--- config.mk ---
export PLATFORM = sky130hd
export DESIGN_NAME = bresenham_line_points
export DESIGN_NICKNAME = d
export VERILOG_FILES = /design/src/rtl/blp_pkg.sv /design/src/rtl/blp_front.sv /design/src/rtl/blp_cmd_fifo.sv /design/src/rtl/blp_stepper.sv /design/src/rtl/bresenham_line_points.sv
export SDC_FILE = /design/constraint.sdc
export NUM_CORES = 1
export LEC_CHECK = 0
export CORE_ASPECT_RATIO = 1.75
export CORE_MARGIN = 10
export CORE_UTILIZATION = 45
export DETAILED_ROUTE_END_ITERATION = 10
export DONT_BUFFER_PORTS = 1
export PLACE_DENSITY_LB_ADDON = 0.2
export SLEW_MARGIN = 20
export SYNTH_ARGS = -nofsm -noshare
export SYNTH_HDL_FRONTEND = slang
export SYNTH_SLANG_ARGS = --single-unit
--- constraint.sdc ---
create_clock -name clk -period 15.1 [get_ports clk]
set_clock_uncertainty 0.1 [all_clocks]
set_input_delay 1.51 -clock clk [delete_from_list [all_inputs] [get_ports clk]]
set_output_delay 1.51 -clock clk [all_outputs]
set_load 0.1 [all_outputs]
--- src/rtl/blp_pkg.sv ---
`timescale 1ns / 1ps
package blp_pkg;

  localparam int COORD_BITS = 16;
  localparam int MAX_RUN    = 64;
  localparam int RUN_BITS   = $clog2(MAX_RUN);
  localparam int ERR_BITS   = RUN_BITS + 3;
  localparam int CFG_BITS   = 7;
  localparam int FIFO_DEPTH = 2;
  localparam int FIFO_AW    = $clog2(FIFO_DEPTH);

  localparam logic [CFG_BITS-1:0] MAX_POINTS_RST = CFG_BITS'(64);
  localparam logic [CFG_BITS-1:0] RUN_LIMIT      = CFG_BITS'(MAX_RUN);

  typedef logic signed [COORD_BITS-1:0] coord_t;

  typedef struct packed {
    coord_t              x;
    coord_t              y;
    logic                x_neg;
    logic                y_neg;
    logic                x_major;
    logic [RUN_BITS-1:0] major;
    logic [RUN_BITS-1:0] minor;
    logic                reject;
  } line_cmd_t;

endpackage

--- src/rtl/blp_front.sv ---
`timescale 1ns / 1ps
module blp_front
  import blp_pkg::*;
(
  input  logic                clk,
  input  logic                rst_n,
  input  logic                in_push,
  output logic                in_full,
  input  coord_t              in_x_start,
  input  coord_t              in_y_start,
  input  coord_t              in_x_end,
  input  coord_t              in_y_end,
  input  logic                cfg_valid,
  output logic                cfg_ready,
  input  logic [CFG_BITS-1:0] cfg_max_points,
  output logic                cmd_push,
  output line_cmd_t           cmd_data,
  input  logic                cmd_full
);

  logic [CFG_BITS-1:0]   max_points_r;
  logic                  in_vld_r;
  logic                  in_vld_nxt;
  logic                  accept;
  coord_t                xs_r, ys_r, xe_r, ye_r;
  logic signed [COORD_BITS:0] dx, dy;
  logic [COORD_BITS-1:0] dx_neg, dy_neg;
  logic [COORD_BITS-1:0] adx, ady, major, minor;
  logic [CFG_BITS-1:0]   limit;
  logic                  x_major;

  assign cfg_ready  = 1'b1;
  assign accept     = in_push & ~in_full;
  assign in_full    = in_vld_r & cmd_full;
  assign cmd_push   = in_vld_r & ~cmd_full;
  assign in_vld_nxt = accept | (in_vld_r & cmd_full);

  always_ff @(posedge clk) begin
    if (!rst_n) begin
      max_points_r <= MAX_POINTS_RST;
      in_vld_r     <= 1'b0;
    end else begin
      in_vld_r <= in_vld_nxt;
      if (cfg_valid && cfg_ready) begin
        max_points_r <= cfg_max_points;
      end
    end
  end

  always_ff @(posedge clk) begin
    if (accept) begin
      xs_r <= in_x_start;
      ys_r <= in_y_start;
      xe_r <= in_x_end;
      ye_r <= in_y_end;
    end
  end

  always_comb begin
    dx      = {xe_r[COORD_BITS-1], xe_r} - {xs_r[COORD_BITS-1], xs_r};
    dy      = {ye_r[COORD_BITS-1], ye_r} - {ys_r[COORD_BITS-1], ys_r};
    dx_neg  = -dx[COORD_BITS-1:0];
    dy_neg  = -dy[COORD_BITS-1:0];
    adx     = dx[COORD_BITS] ? dx_neg : dx[COORD_BITS-1:0];
    ady     = dy[COORD_BITS] ? dy_neg : dy[COORD_BITS-1:0];
    x_major = adx > ady;
    major   = x_major ? adx : ady;
    minor   = x_major ? ady : adx;
    limit   = (max_points_r > RUN_LIMIT) ? RUN_LIMIT : max_points_r;

    cmd_data.x       = xs_r;
    cmd_data.y       = ys_r;
    cmd_data.x_neg   = dx[COORD_BITS];
    cmd_data.y_neg   = dy[COORD_BITS];
    cmd_data.x_major = x_major;
    cmd_data.major   = major[RUN_BITS-1:0];
    cmd_data.minor   = minor[RUN_BITS-1:0];
    cmd_data.reject  = major >= {{(COORD_BITS-CFG_BITS){1'b0}}, limit};
  end

endmodule

--- src/rtl/blp_cmd_fifo.sv ---
`timescale 1ns / 1ps
module blp_cmd_fifo
  import blp_pkg::*;
(
  input  logic      clk,
  input  logic      rst_n,
  input  logic      push,
  input  line_cmd_t push_data,
  output logic      full,
  input  logic      pop,
  output line_cmd_t pop_data,
  output logic      empty
);

  line_cmd_t          mem [FIFO_DEPTH];
  logic [FIFO_AW-1:0] wr_ptr_r, rd_ptr_r;
  logic [FIFO_AW:0]   count_r;
  logic               do_push, do_pop;

  assign full     = count_r == (FIFO_AW+1)'(FIFO_DEPTH);
  assign empty    = count_r == '0;
  assign do_push  = push & ~full;
  assign do_pop   = pop & ~empty;
  assign pop_data = mem[rd_ptr_r];

  always_ff @(posedge clk) begin
    if (!rst_n) begin
      wr_ptr_r <= '0;
      rd_ptr_r <= '0;
      count_r  <= '0;
    end else begin
      if (do_push) begin
        wr_ptr_r <= (wr_ptr_r == FIFO_AW'(FIFO_DEPTH-1)) ? '0 : wr_ptr_r + 1'b1;
      end
      if (do_pop) begin
        rd_ptr_r <= (rd_ptr_r == FIFO_AW'(FIFO_DEPTH-1)) ? '0 : rd_ptr_r + 1'b1;
      end
      if (do_push && !do_pop) begin
        count_r <= count_r + 1'b1;
      end else if (do_pop && !do_push) begin
        count_r <= count_r - 1'b1;
      end
    end
  end

  always_ff @(posedge clk) begin
    if (do_push) begin
      mem[wr_ptr_r] <= push_data;
    end
  end

endmodule

--- src/rtl/blp_stepper.sv ---
`timescale 1ns / 1ps
module blp_stepper
  import blp_pkg::*;
(
  input  logic      clk,
  input  logic      rst_n,
  input  logic      cmd_empty,
  input  line_cmd_t cmd_data,
  output logic      cmd_pop,
  output logic      out_empty,
  input  logic      out_pop,
  output coord_t    out_point_x,
  output coord_t    out_point_y,
  output logic      out_last_point,
  output logic      out_rejected
);

  localparam logic ST_IDLE = 1'b0;
  localparam logic ST_RUN  = 1'b1;

  logic                       state_r, state_nxt;
  coord_t                     x_r, y_r, x_nxt, y_nxt;
  logic                       x_neg_r, y_neg_r, x_major_r, reject_r;
  logic [RUN_BITS-1:0]        major_r, minor_r, cnt_r;
  logic signed [ERR_BITS-1:0] err_r, err_nxt, err_add;
  logic                       out_vld_r;
  logic                       emit, last;
  coord_t                     x_step, y_step;

  assign cmd_pop   = (state_r == ST_IDLE) & ~cmd_empty;
  assign emit      = (state_r == ST_RUN) & (~out_vld_r | out_pop);
  assign last      = reject_r | (cnt_r == '0);
  assign out_empty = ~out_vld_r;

  always_comb begin
    x_step  = x_neg_r ? x_r - 1'b1 : x_r + 1'b1;
    y_step  = y_neg_r ? y_r - 1'b1 : y_r + 1'b1;
    err_add = err_r + $signed({2'b00, minor_r, 1'b0});
    x_nxt   = x_r;
    y_nxt   = y_r;
    err_nxt = err_add;
    if (x_major_r) begin
      x_nxt = x_step;
    end else begin
      y_nxt = y_step;
    end
    if (!err_add[ERR_BITS-1]) begin
      err_nxt = err_add - $signed({2'b00, major_r, 1'b0});
      if (x_major_r) begin
        y_nxt = y_step;
      end else begin
        x_nxt = x_step;
      end
    end
  end

  always_comb begin
    state_nxt = state_r;
    unique case (state_r)
      ST_IDLE: begin
        if (cmd_pop) begin
          state_nxt = ST_RUN;
        end
      end
      ST_RUN: begin
        if (emit && last) begin
          state_nxt = ST_IDLE;
        end
      end
      default: state_nxt = ST_IDLE;
    endcase
  end

  always_ff @(posedge clk) begin
    if (!rst_n) begin
      state_r   <= ST_IDLE;
      out_vld_r <= 1'b0;
    end else begin
      state_r <= state_nxt;
      if (emit) begin
        out_vld_r <= 1'b1;
      end else if (out_pop) begin
        out_vld_r <= 1'b0;
      end
    end
  end

  always_ff @(posedge clk) begin
    if (cmd_pop) begin
      x_r       <= cmd_data.x;
      y_r       <= cmd_data.y;
      x_neg_r   <= cmd_data.x_neg;
      y_neg_r   <= cmd_data.y_neg;
      x_major_r <= cmd_data.x_major;
      major_r   <= cmd_data.major;
      minor_r   <= cmd_data.minor;
      reject_r  <= cmd_data.reject;
      cnt_r     <= cmd_data.major;
      err_r     <= -$signed({3'b000, cmd_data.major});
    end else if (emit) begin
      x_r   <= x_nxt;
      y_r   <= y_nxt;
      err_r <= err_nxt;
      cnt_r <= cnt_r - 1'b1;
    end
  end

  always_ff @(posedge clk) begin
    if (emit) begin
      out_point_x    <= reject_r ? '0 : x_r;
      out_point_y    <= reject_r ? '0 : y_r;
      out_last_point <= last;
      out_rejected   <= reject_r;
    end
  end

endmodule

--- src/rtl/bresenham_line_points.sv ---
`timescale 1ns / 1ps
// bresenham line rasterizer: each input word is a segment (start and end point);
// the block returns every point from start to end, one result word per point, the
// last one flagged. a segment whose major length reaches the smaller of
// max_points and 64 gives a single word with rejected set and zero coordinates.
// the front stage registers a segment, computes lengths and direction from
// it and hands it to a two-entry command queue; the stepper then loads the
// segment and emits its points one by one, and loads no new segment until
// the last word of the current one is out. the stepper stalls while a finished
// word waits unpopped in the result register and moves on in the cycle it is
// popped.
module bresenham_line_points
  import blp_pkg::*;
(
  input  logic                clk,
  input  logic                rst_n,
  input  logic                in_push,
  output logic                in_full,
  input  coord_t              in_x_start,
  input  coord_t              in_y_start,
  input  coord_t              in_x_end,
  input  coord_t              in_y_end,
  output logic                out_empty,
  input  logic                out_pop,
  output coord_t              out_point_x,
  output coord_t              out_point_y,
  output logic                out_last_point,
  output logic                out_rejected,
  input  logic                cfg_valid,
  output logic                cfg_ready,
  input  logic [CFG_BITS-1:0] cfg_max_points
);

  logic      cmd_push, cmd_full, cmd_pop, cmd_empty;
  line_cmd_t cmd_in, cmd_out;

  blp_front u_front (
    .clk            (clk),
    .rst_n          (rst_n),
    .in_push        (in_push),
    .in_full        (in_full),
    .in_x_start     (in_x_start),
    .in_y_start     (in_y_start),
    .in_x_end       (in_x_end),
    .in_y_end       (in_y_end),
    .cfg_valid      (cfg_valid),
    .cfg_ready      (cfg_ready),
    .cfg_max_points (cfg_max_points),
    .cmd_push       (cmd_push),
    .cmd_data       (cmd_in),
    .cmd_full       (cmd_full)
  );

  blp_cmd_fifo u_cmd_fifo (
    .clk       (clk),
    .rst_n     (rst_n),
    .push      (cmd_push),
    .push_data (cmd_in),
    .full      (cmd_full),
    .pop       (cmd_pop),
    .pop_data  (cmd_out),
    .empty     (cmd_empty)
  );

  blp_stepper u_stepper (
    .clk            (clk),
    .rst_n          (rst_n),
    .cmd_empty      (cmd_empty),
    .cmd_data       (cmd_out),
    .cmd_pop        (cmd_pop),
    .out_empty      (out_empty),
    .out_pop        (out_pop),
    .out_point_x    (out_point_x),
    .out_point_y    (out_point_y),
    .out_last_point (out_last_point),
    .out_rejected   (out_rejected)
  );

endmodule

==> results.toml <==
[synth]
synth_warnings = 0
ys_dominant_reg_cell = "sky130_fd_sc_hd__edfxtp_1"
synth_cell_types = 73
syn-num-nets = 1547
postSynthRegisterBits = 271
number_of_enable_type_register_cells_in_the_synthesized_netlist = 256
synthArstFlopShare_pct = 0
synth-seq-area-share_pct = 51.9
syn_inst = 1360
total_standard_cell_area_after_synthesis_mm2 = 0.0154
synthesis.area_per_instance_um2 = 11.3

[min_path]
worstHoldPathCells = 0
hold_path_class = "flop to flop"
min-delay-start = "u_front.xs_r[4]"
hold_end = "u_cmd_fifo.mem[1][36]"

[floorplan]
die-area_mm2 = 0.0423
floorplan.rows = 89
die_width_um = 160
core_area_mm2 = 0.0337
ports = 113
start_util_pct = 45.6
die_h_um = 265

[clock_network]
tritoncts.num_buffers = 26
cts_resized = 0
cts.hold.buffers_added = 0
cts_setup_buffers = 0
clk_transition_reported_paths_ns = 0.06
clock_tree.htree_level_count = 1
clk-insertion-delay-late_ns = 0.54
root_buf_cell = "sky130_fd_sc_hd__clkbuf_16"
max-clock-path-buffers = 3
cts_num_sinks = 271
clock_tree_from_tritoncts = "yes"

[timing]
max_clock_freq_mhz = 118
worstMarginPinSlew_ns = 0.918
final.min_clock_period_ns = 8.45
post-route-period-util_pct = 56.0
slew-limit-headroom_pct = 38.9
setup-violations-final = 0
timing_hold_violations_final = 0
hold-worst-slack_ns = 0.379
setup_repair_after_global_routing_missed_its_margin = "false"
number_of_slew_limit_violations_in_the_final_report = 0
finalSetupTns_ns = 0

[critical_path]
crit_path_max_incr_delay_ns = 0.59
timing.reg2reg.worst_path_depth = 32
criticalPathCategory = "flop to flop"
critical-path-slowest-cell = "sky130_fd_sc_hd__or4_1"
worstPathBufferInverterCount = 2
worst-endpoint-required_ns = 15.27
timing.rr.end = "u_cmd_fifo.mem[0][0]"
timing.critical_path.arrival_ns = 8.62
regToRegStartpoint = "u_front.xs_r[0]"
end_kind = "flop"
regToRegSetupSlack_ns = 6.65
critPathTopFamily = "compound AO/OA/AOI/OAI gates"
critical_path.max_fanout = 14
depth_of_the_critical_timing_path_with_buffers_and_inverters_included = 32
worst_path_most_repeated_cell = "sky130_fd_sc_hd__a21o_1"
critPathLaunchType = "flop"

[global_routing]
grt_remaining_overflow = 0
grt_first_pass_wirelength_um = 54600
grt.total_usage_pct = 15.8
initial_antenna_violation_count = 6
grt_max_degree = 73
first_global_vias = 10500

[pwr]
leakage_power_uw = 0.00634
vdd_drop_max_v = 0.000121
power_density_mw_per_mm2 = 228

[route]
route.detailed.drc = 0
met2RoutedLength_um = 18700
detail_route.wirelength.met1_um = 13200
postRouteAntennaNets = 0
routed_wirelength_normalized_by_instance_count_um = 18.6
detail_route.first_pass.iterations = 4
drt_iter0_drc = 508
top_layer_in_use = "met5"
routed-wl-met3_um = 1150
totalWireLength_um = 34300
vias_per_cell = 5.54
routed-via-count = 10200

[place]
finalWeightedCongestion = 0.877
portBuffers = 0
detailedPlacementHpwl_um = 25600

[outcome]
result_of_the_run = "finished clean"

[final_layout]
final_nets = 1550
fillers = 3004
post_route_cells_drive_above_1_share_pct = 7.24
syn2layout_area_growth_pct = 9.38

[run]
max-cap-violations = 0
[kinds of logic after synthesis]
| family | after synthesis | share of synthesized area, % |
|---|---|---|
| AOI/OAI and AO/OA | 322 | 13.9 |
| xor gates and xnor gates | 79 | 4.50 |
| adders and majority gates | 111 | 9.32 |
| buffers and inverters | 135 | 3.38 |
| DFF | 271 | 51.9 |
| muxes | 65 | 4.36 |
| other | 1 | 0.0244 |
| and+or+nand+nor | 376 | 12.6 |
[final cells by class]
| class | instances | area [um^2] | share of cell area (%) |
|---|---|---|---|
| inverters | 96 | 360 | 2.14 |
| clock inverters | 12 | 163 | 0.967 |
| repair buffers | 14 | 105 | 0.625 |
| diodes | 3 | 7.51 | 0.0446 |
| flip-flops and latches | 271 | 7990 | 47.5 |
| multi-input cells | 954 | 6920 | 41.1 |
| clock buffers | 35 | 716 | 4.25 |
| well taps | 455 | 569 | 3.38 |
[stage by stage]
step / power [uW] / setup slack (ns) / cells / area, um^2 / util [%]
floorplan: 2750 / 7.98 / 1360 / 15400 / -
global placement: 3130 / 6.59 / 1790 / 15900 / 47.2
detailed placement: 3170 / 6.35 / 1790 / 15900 / 47.2
CTS: 3870 / 6.33 / 1837 / 16800 / 49.8
global route: 4140 / 5.95 / 1840 / 16800 / 49.9
finish: 3830 / 6.65 / 1840 / 16800 / 49.9
[registers in the layout, indices dropped and copies added (netlist names), 2 cells and up, named ones only]
register	flops
u_stepper.y_r	16
u_cmd_fifo.mem	96
u_front.ye_r	16
u_stepper.out_point_y	16
u_cmd_fifo.count_r	2
u_front.max_points_r	7
u_stepper.major_r	6
u_stepper.cnt_r	6
u_stepper.out_point_x	16
u_front.xe_r	16
u_stepper.minor_r	6
u_front.ys_r	16
u_front.xs_r	16
u_stepper.err_r	8
u_stepper.x_r	16
[layer usage]
metal	GRT usage, %	up-vias
li1	-	5074
met5	0	-
met2	29.8	178
met3	2.36	78
met4	7.06	4
met1	17.0	4854
[how the worst max path moves through the flow]
stage                               start                   end  slack, ns
after floorplan           u_front.xs_r[0]  u_cmd_fifo.mem[0][0]       7.98
after global placement    u_front.xs_r[0]  u_cmd_fifo.mem[0][0]       6.59
after detailed placement  u_front.xs_r[0]  u_cmd_fifo.mem[0][0]       6.35
after CTS                 u_front.xs_r[0]  u_cmd_fifo.mem[0][0]       6.33
after global routing      u_front.xs_r[0]  u_cmd_fifo.mem[0][0]       5.95
final                     u_front.xs_r[0]  u_cmd_fifo.mem[0][0]       6.65
[Yosys cell counts, types with 28 or more instances]
| cell type | number | share of area (%) |
|---|---|---|
| sky130_fd_sc_hd__clkbuf_1 | 32 | 0.78 |
| sky130_fd_sc_hd__inv_1 | 95 | 2.3 |
| sky130_fd_sc_hd__xor2_1 | 34 | 1.9 |
| sky130_fd_sc_hd__nor3_1 | 28 | 0.91 |
| sky130_fd_sc_hd__edfxtp_1 | 256 | 50 |
| sky130_fd_sc_hd__nor2b_1 | 56 | 2.3 |
| sky130_fd_sc_hd__mux2i_1 | 49 | 3.2 |
| sky130_fd_sc_hd__nand2_1 | 75 | 1.8 |
| sky130_fd_sc_hd__a211oi_1 | 33 | 1.6 |
| sky130_fd_sc_hd__a21oi_1 | 86 | 2.8 |
| sky130_fd_sc_hd__xnor2_1 | 45 | 2.6 |
| sky130_fd_sc_hd__o21ai_0 | 57 | 1.9 |
| sky130_fd_sc_hd__ha_1 | 105 | 8.5 |
| sky130_fd_sc_hd__nor2_1 | 85 | 2.1 |
[power by group]
group          total [uW]  switching [uW]  internal (uW)
Clock                 676             276            400
Sequential           1360             240           1120
Combinational        1800            1060            738
Total                3830            1580           2250
[placed cells by master (no fill, tap or decap), types with 34 or more instances in the layout]
cell type and instances:
sky130_fd_sc_hd__edfxtp_1 256, sky130_fd_sc_hd__ha_1 105, sky130_fd_sc_hd__inv_1 94, sky130_fd_sc_hd__a21oi_1 86
sky130_fd_sc_hd__nor2_1 83, sky130_fd_sc_hd__nand2_1 75, sky130_fd_sc_hd__o21ai_0 57, sky130_fd_sc_hd__nor2b_1 55
sky130_fd_sc_hd__mux2i_1 49, sky130_fd_sc_hd__xnor2_1 45, sky130_fd_sc_hd__xor2_1 34
Note: power is estimated with default switching activity, not from simulation.
